[config.mk]
export PLATFORM = sky130hd
export DESIGN_NAME = sqsd_ctrl
export DESIGN_NICKNAME = d
export VERILOG_FILES = /design/src/hdl/sqsd_pkg.sv /design/src/hdl/sqsd_ctrl.sv
export VERILOG_INCLUDE_DIRS = /design/src /design/src/hdl
export SDC_FILE = /design/constraint.sdc
export NUM_CORES = 1
export LEC_CHECK = 0
export ABC_AREA = 1
export BUFFER_PORTS_ARGS = -buffer_cell sky130_fd_sc_hd__buf_2
export CAP_MARGIN = 20
export CORE_ASPECT_RATIO = 0.8
export CORE_MARGIN = 2
export CORE_UTILIZATION = 30
export CTS_CLUSTER_DIAMETER = 100
export DETAILED_ROUTE_END_ITERATION = 7
export PLACE_DENSITY_LB_ADDON = 0.2
export SLEW_MARGIN = 20
export SYNTH_ARGS = -nofsm -noshare
export SYNTH_HDL_FRONTEND = slang
export SYNTH_SLANG_ARGS = --single-unit
[constraint.sdc]
create_clock -name clock -period 2.55 [get_ports clock]
set_input_delay 0.255 -clock clock [delete_from_list [all_inputs] [get_ports clock]]
set_output_delay 0.255 -clock clock [all_outputs]
set_load 0.01 [all_outputs]
[src/hdl/shortest_queue_service_dispatcher_defines.svh]
// Assertion helpers shared by the dispatcher modules.
`ifndef SHORTEST_QUEUE_SERVICE_DISPATCHER_DEFINES_SVH
`define SHORTEST_QUEUE_SERVICE_DISPATCHER_DEFINES_SVH

// Same-cycle implication.
`define SQSD_ASSERT_IMPL(name, clk, rst, ante, cons) \
   name: assert property (@(posedge clk) disable iff (rst) (ante) |-> (cons)) \
      else $error("dispatcher assertion failed");

// Next-cycle implication.
`define SQSD_ASSERT_NEXT(name, clk, rst, ante, cons) \
   name: assert property (@(posedge clk) disable iff (rst) (ante) |=> (cons)) \
      else $error("dispatcher assertion failed");

`endif

[src/hdl/sqsd_pkg.sv]
package sqsd_pkg;

   localparam int NUM_SERVERS_DEF = 10;
   localparam int QUEUE_DEPTH_DEF = 16;

   localparam logic [3:0]  ACTIVE_RESET = 4'd10;
   localparam logic [4:0]  LIMIT_RESET  = 5'd10;
   localparam logic [10:0] STOP_RESET   = 11'd1020;

   localparam logic [15:0] SERVED_MAX = 16'hFFFF;
   localparam logic [23:0] WAIT_MAX   = 24'hFFFFFF;

   localparam logic [1:0] CSR_ACTIVE = 2'd0;
   localparam logic [1:0] CSR_LIMIT  = 2'd1;
   localparam logic [1:0] CSR_STOP   = 2'd2;

   typedef enum logic [1:0] {
      FUNC_ARRIVE = 2'd0,
      FUNC_TICK   = 2'd1,
      FUNC_CLEAR  = 2'd2
   } func_type;

   typedef enum logic [2:0] {
      KIND_ACCEPT    = 3'd0,
      KIND_LATE      = 3'd1,
      KIND_FULL      = 3'd2,
      KIND_COMPLETED = 3'd3,
      KIND_TICK      = 3'd4,
      KIND_CLEARED   = 3'd5
   } kind_type;

   typedef struct packed {
      logic [15:0] id;
      logic [10:0] arrive;
      logic [5:0]  remain;
      logic        started;
      logic [10:0] wait_min;
   } job_type;

   typedef struct packed {
      logic     latch;
      logic     scan_init;
      logic     arr_scan;
      logic     sel_best;
      logic     arr_write;
      logic     clr_step;
      logic     s_inc;
      logic     rd_head;
      logic     t_proc;
      logic     t_start;
      logic     load;
      kind_type kind;
      logic     last;
   } cmd_type;

   typedef struct packed {
      logic       late;
      logic       full;
      logic       s_act_done;
      logic       s_all_done;
      logic       occ_zero;
      logic       done;
      logic       more;
      logic       rsp_xfer;
      logic       rsp_last;
      logic       rsp_pend;
      logic [1:0] func;
   } sts_type;

   typedef enum logic [3:0] {
      ST_IDLE,
      ST_ARR_CHK,
      ST_ARR_SCAN,
      ST_ARR_SEL,
      ST_ARR_WR,
      ST_TICK_CHK,
      ST_TICK_PROC,
      ST_TICK_RDN,
      ST_TICK_START,
      ST_TICK_EMIT,
      ST_CLR_SCAN,
      ST_OUT
   } state_type;

endpackage

[src/hdl/sqsd_ctrl.sv]
`include "shortest_queue_service_dispatcher_defines.svh"

module sqsd_ctrl import sqsd_pkg::*; (
   input  logic    clock,
   input  logic    reset,
   input  logic    req_valid,
   output logic    req_stall,
   input  sts_type sts,
   output cmd_type cmd
);

   state_type state_ff, state_in;

   always_ff @(posedge clock) begin
      if (reset) begin
         state_ff <= ST_IDLE;
      end else begin
         state_ff <= state_in;
      end
   end

   always_comb begin
      state_in  = state_ff;
      cmd       = '0;
      cmd.kind  = KIND_ACCEPT;
      req_stall = (state_ff != ST_IDLE);
      unique case (state_ff)
         ST_IDLE: begin
            if (req_valid) begin
               cmd.latch     = 1'b1;
               cmd.scan_init = 1'b1;
               case (sts.func)
                  FUNC_ARRIVE: state_in = ST_ARR_CHK;
                  FUNC_TICK:   state_in = ST_TICK_CHK;
                  FUNC_CLEAR:  state_in = ST_CLR_SCAN;
                  default:     state_in = ST_IDLE;
               endcase
            end
         end
         ST_ARR_CHK: begin
            if (sts.late) begin
               cmd.load = 1'b1;
               cmd.kind = KIND_LATE;
               cmd.last = 1'b1;
               state_in = ST_OUT;
            end else begin
               state_in = ST_ARR_SCAN;
            end
         end
         ST_ARR_SCAN: begin
            if (sts.s_act_done) begin
               if (sts.full) begin
                  cmd.load = 1'b1;
                  cmd.kind = KIND_FULL;
                  cmd.last = 1'b1;
                  state_in = ST_OUT;
               end else begin
                  state_in = ST_ARR_SEL;
               end
            end else begin
               cmd.arr_scan = 1'b1;
            end
         end
         ST_ARR_SEL: begin
            cmd.sel_best = 1'b1;
            state_in     = ST_ARR_WR;
         end
         ST_ARR_WR: begin
            cmd.arr_write = 1'b1;
            cmd.load      = 1'b1;
            cmd.kind      = KIND_ACCEPT;
            cmd.last      = 1'b1;
            state_in      = ST_OUT;
         end
         ST_TICK_CHK: begin
            if (sts.s_act_done) begin
               cmd.load = 1'b1;
               cmd.kind = KIND_TICK;
               cmd.last = 1'b1;
               state_in = ST_OUT;
            end else if (sts.occ_zero) begin
               cmd.s_inc = 1'b1;
            end else begin
               cmd.rd_head = 1'b1;
               state_in    = ST_TICK_PROC;
            end
         end
         ST_TICK_PROC: begin
            cmd.t_proc = 1'b1;
            if (sts.done) begin
               state_in = sts.more ? ST_TICK_RDN : ST_TICK_EMIT;
            end else begin
               cmd.s_inc = 1'b1;
               state_in  = ST_TICK_CHK;
            end
         end
         ST_TICK_RDN: begin
            cmd.rd_head = 1'b1;
            state_in    = ST_TICK_START;
         end
         ST_TICK_START: begin
            cmd.t_start = 1'b1;
            state_in    = ST_TICK_EMIT;
         end
         ST_TICK_EMIT: begin
            cmd.load = 1'b1;
            cmd.kind = KIND_COMPLETED;
            state_in = ST_OUT;
         end
         ST_CLR_SCAN: begin
            if (sts.s_all_done) begin
               cmd.load = 1'b1;
               cmd.kind = KIND_CLEARED;
               cmd.last = 1'b1;
               state_in = ST_OUT;
            end else begin
               cmd.clr_step = 1'b1;
            end
         end
         ST_OUT: begin
            if (sts.rsp_xfer) begin
               if (sts.rsp_last) begin
                  state_in = ST_IDLE;
               end else begin
                  cmd.s_inc = 1'b1;
                  state_in  = ST_TICK_CHK;
               end
            end
         end
         default: state_in = ST_IDLE;
      endcase
   end

   `SQSD_ASSERT_IMPL(a_out_pending, clock, reset, state_ff == ST_OUT, sts.rsp_pend)
   `SQSD_ASSERT_NEXT(a_load_to_out, clock, reset, cmd.load, state_ff == ST_OUT)
   `SQSD_ASSERT_IMPL(a_busy_no_load, clock, reset, sts.rsp_pend && state_ff != ST_OUT, 1'b0)

endmodule

==> flow_summary.json <==
{
  "die_w_um": 52.5,
  "max_stage_delay_ps": 430,
  "layout_min_cycle_time_ps": 1710,
  "htree_levels": 1,
  "final_layout_size_suffix_gt1_share_pct": 27.3,
  "p_leak_nw": 0.513,
  "ys_types": 18,
  "top_register": "state_ff",
  "fin_skew_ps": 4.02,
  "post_drt_wl_per_cell_um": 9.73,
  "placed_area_um2": 729,
  "rsz0062_at_grt": "false",
  "rrSetupSlack_ps": 1130,
  "place_congestion": 0.830,
  "fin_area_um2": 752,
  "routed_wirelength_um": 1610,
  "clock_path_buffers": 2,
  "grt_pass1_vias": 726,
  "synth_area_um2": 564,
  "clk_pin_slew_ps": 40,
  "core_area_mm2": 0.00169,
  "cp_top_family": "simple AND/OR/NAND/NOR gates",
  "timing.rr.start": "state_ff[3]",
  "netlist_instances": 112,
  "fmaxAchievable_ghz": 0.585,
  "nNetsFinal": 160,
  "crit_chain": "inv_1 -> nor2_2 -> nand3_1 -> nand2_1 -> inv_1 -> nand4_1 -> buf_2",
  "antenna_found_initial": 0,
  "vias_per_cell": 4.71,
  "nFillCells": 199,
  "cts_tree": "done",
  "final_hold_viol_count": 0,
  "slew_headroom_pct": 75.8,
  "postCtsSetupBuffers": 0,
  "avgSynthCellArea_um2": 5.04,
  "cts-resized-gates": 0,
  "cp-startpoint": "state_ff[3]",
  "yosys_register_bits": 4,
  "worstPathRequired_ps": 2300,
  "criticalPathCategory": "register to primary output",
  "reg2regPathDepth": 7,
  "tns_ps": 0,
  "grt_overflow": 0,
  "worst_ep_arrival_time_ps": 1450,
  "insertedDiodeCount": 0,
  "initial_core_util_pct": 33.4,
  "dieArea_mm2": 0.00225,
  "cts_made_buffers": 3,
  "synth_area_leader_cell": "nand2_1",
  "whs_path_depth": 2,
  "cp_num_cells": 7,
  "min_period_over_period_pct": 67.0,
  "grt_pass1_wl_um": 2770,
  "ys_seq_area_share_pct": 14.2,
  "numClockSinks": 4,
  "drt_pass1_iterations": 4,
  "drtIter0Drc": 26,
  "grt_max_degree": 10,
  "outcome": "finished, final reports clean",
  "die_y_um": 42.8,
  "hold_path.startpoint": "reset",
  "ios": 31,
  "syn_nets": 127,
  "grt_usage_pct": 15.5,
  "worstMarginPinSlew_ps": 362,
  "setup_violations": 0,
  "final_core_util_pct": 44.5,
  "powerDensity_mw_per_mm2": 894,
  "synth_top_cell_area_share_pct": 23.9,
  "peakVddDrop_mv": 0.432,
  "cpMaxStageDelayCell": "dfxtp_1",
  "cts_hold_buf": 0,
  "clk_root_buffer_cell": "clkbuf_4",
  "ys_top_cells_by_area": "nand2_1 (24%), dfxtp_1 (14%), nand3_1 (14%), inv_1 (14%), nor2_1 (9.3%)",
  "largest_register_ffs": 4,
  "dp_hpwl_um": 1400,
  "cap_violations": 0,
  "slew_violations": 0,
  "cp_num_buf_inv": 3,
  "rows": 13,
  "port_buffers": 29,
  "drc": 0,
  "dr_total_vias": 777,
  "hp-class": "input port to register",
  "worstReg2RegEnd": "state_ff[0]",
  "crit_end": "cmd[4]",
  "cp-end-kind": "primary output",
  "reg_top3": "state_ff x4",
  "ant_nets": 0,
  "cp-start-kind": "register",
  "cp_common_cell": "inv_1",
  "critPathMaxFanout": 6,
  "ys_warn_count": 0,
  "insertion_delay_ps": 230,
  "area_delta_synth_final_pct": 33.3
}
==> cells in the mapped netlist <==
cell type	number
dfxtp_1	4
nand3b_1	1
nor2_1	14
inv_1	21
o21ai_1	1
nand4_1	2
or2_1	1
o21a_1	1
o21ai_0	2
nor2_4	1
nor2_2	4
nand2_2	1
nand3_2	1
o221ai_1	1
a21oi_1	4
buf_4	1
nand2_1	36
nand3_1	16
==> cell usage in the layout (no fill, tap or decap), drive strengths merged <==
cell type  instances
o221ai             1
dfxtp              4
nor2              19
nand3b             1
or2                1
nand3             17
o21a               1
o21ai              3
nand4              2
clkbuf             3
inv               21
buf               29
a21oi              4
nand2             37
==> metrics by stage <==
stage / instances / setup slack, ps / total power [mW] / hold slack [ps]
after floorplan: 112 / 1160 / 0.462 / 324
after global placement: 162 / 1100 / 0.597 / 461
after detailed placement: 162 / 1110 / 0.596 / 463
after CTS: 165 / 854 / 0.676 / 218
after global routing: 165 / 678 / 0.751 / 219
final: 165 / 842 / 0.673 / 220
==> worst reg2reg max path, delay by kind of cell (launching register included) <==
family	cells	cell delay, ps
buffers and inverters	1	110
AND/OR/NAND/NOR	4	480
AO/OA/AOI/OAI	2	280
flip-flops	1	430
==> where the power goes <==
part	switching [mW]	total [mW]	leakage, nW	internal [mW]
Clock	0.0257	0.0783	0.0138	0.0526
Combinational	0.300	0.476	0.466	0.176
Sequential	0.0325	0.118	0.0329	0.0858
==> kinds of logic after synthesis <==
family,after synthesis,synth area share (%)
simple gates,77,61.4
buf+inv,22,15.3
compound gates,9,9.09
flops,4,14.2
==> final cells by class <==
class	instances	area [um^2]	share of cell area (%)
Sequential cell	4	80.1	10.6
Clock buffer	3	22.5	3.00
Tap cell	22	27.5	3.66
Inverter	21	78.8	10.5
Timing Repair Buffer	29	145	19.3
Multi-Input combinational cell	86	398	52.9
==> per-layer routing <==
layer  vias up  GRT usage (%)  routed length [um]
met2        29           26.0                 706
met3         0           2.11                 143
met1       335           21.7                 754
li1        413              -                   -
met4         0           1.54                   0
met5         -              0                   0
==> how the worst min path moves through the flow <==
stage,end,slack [ps]
2_1_floorplan,state_ff[0],320
3_5_place_dp,state_ff[2],460
6_report,state_ff[2],220
5_1_grt,state_ff[2],220
4_1_cts,state_ff[2],220
3_3_place_gp,state_ff[3],460
Power figures use the tool's default switching activity.
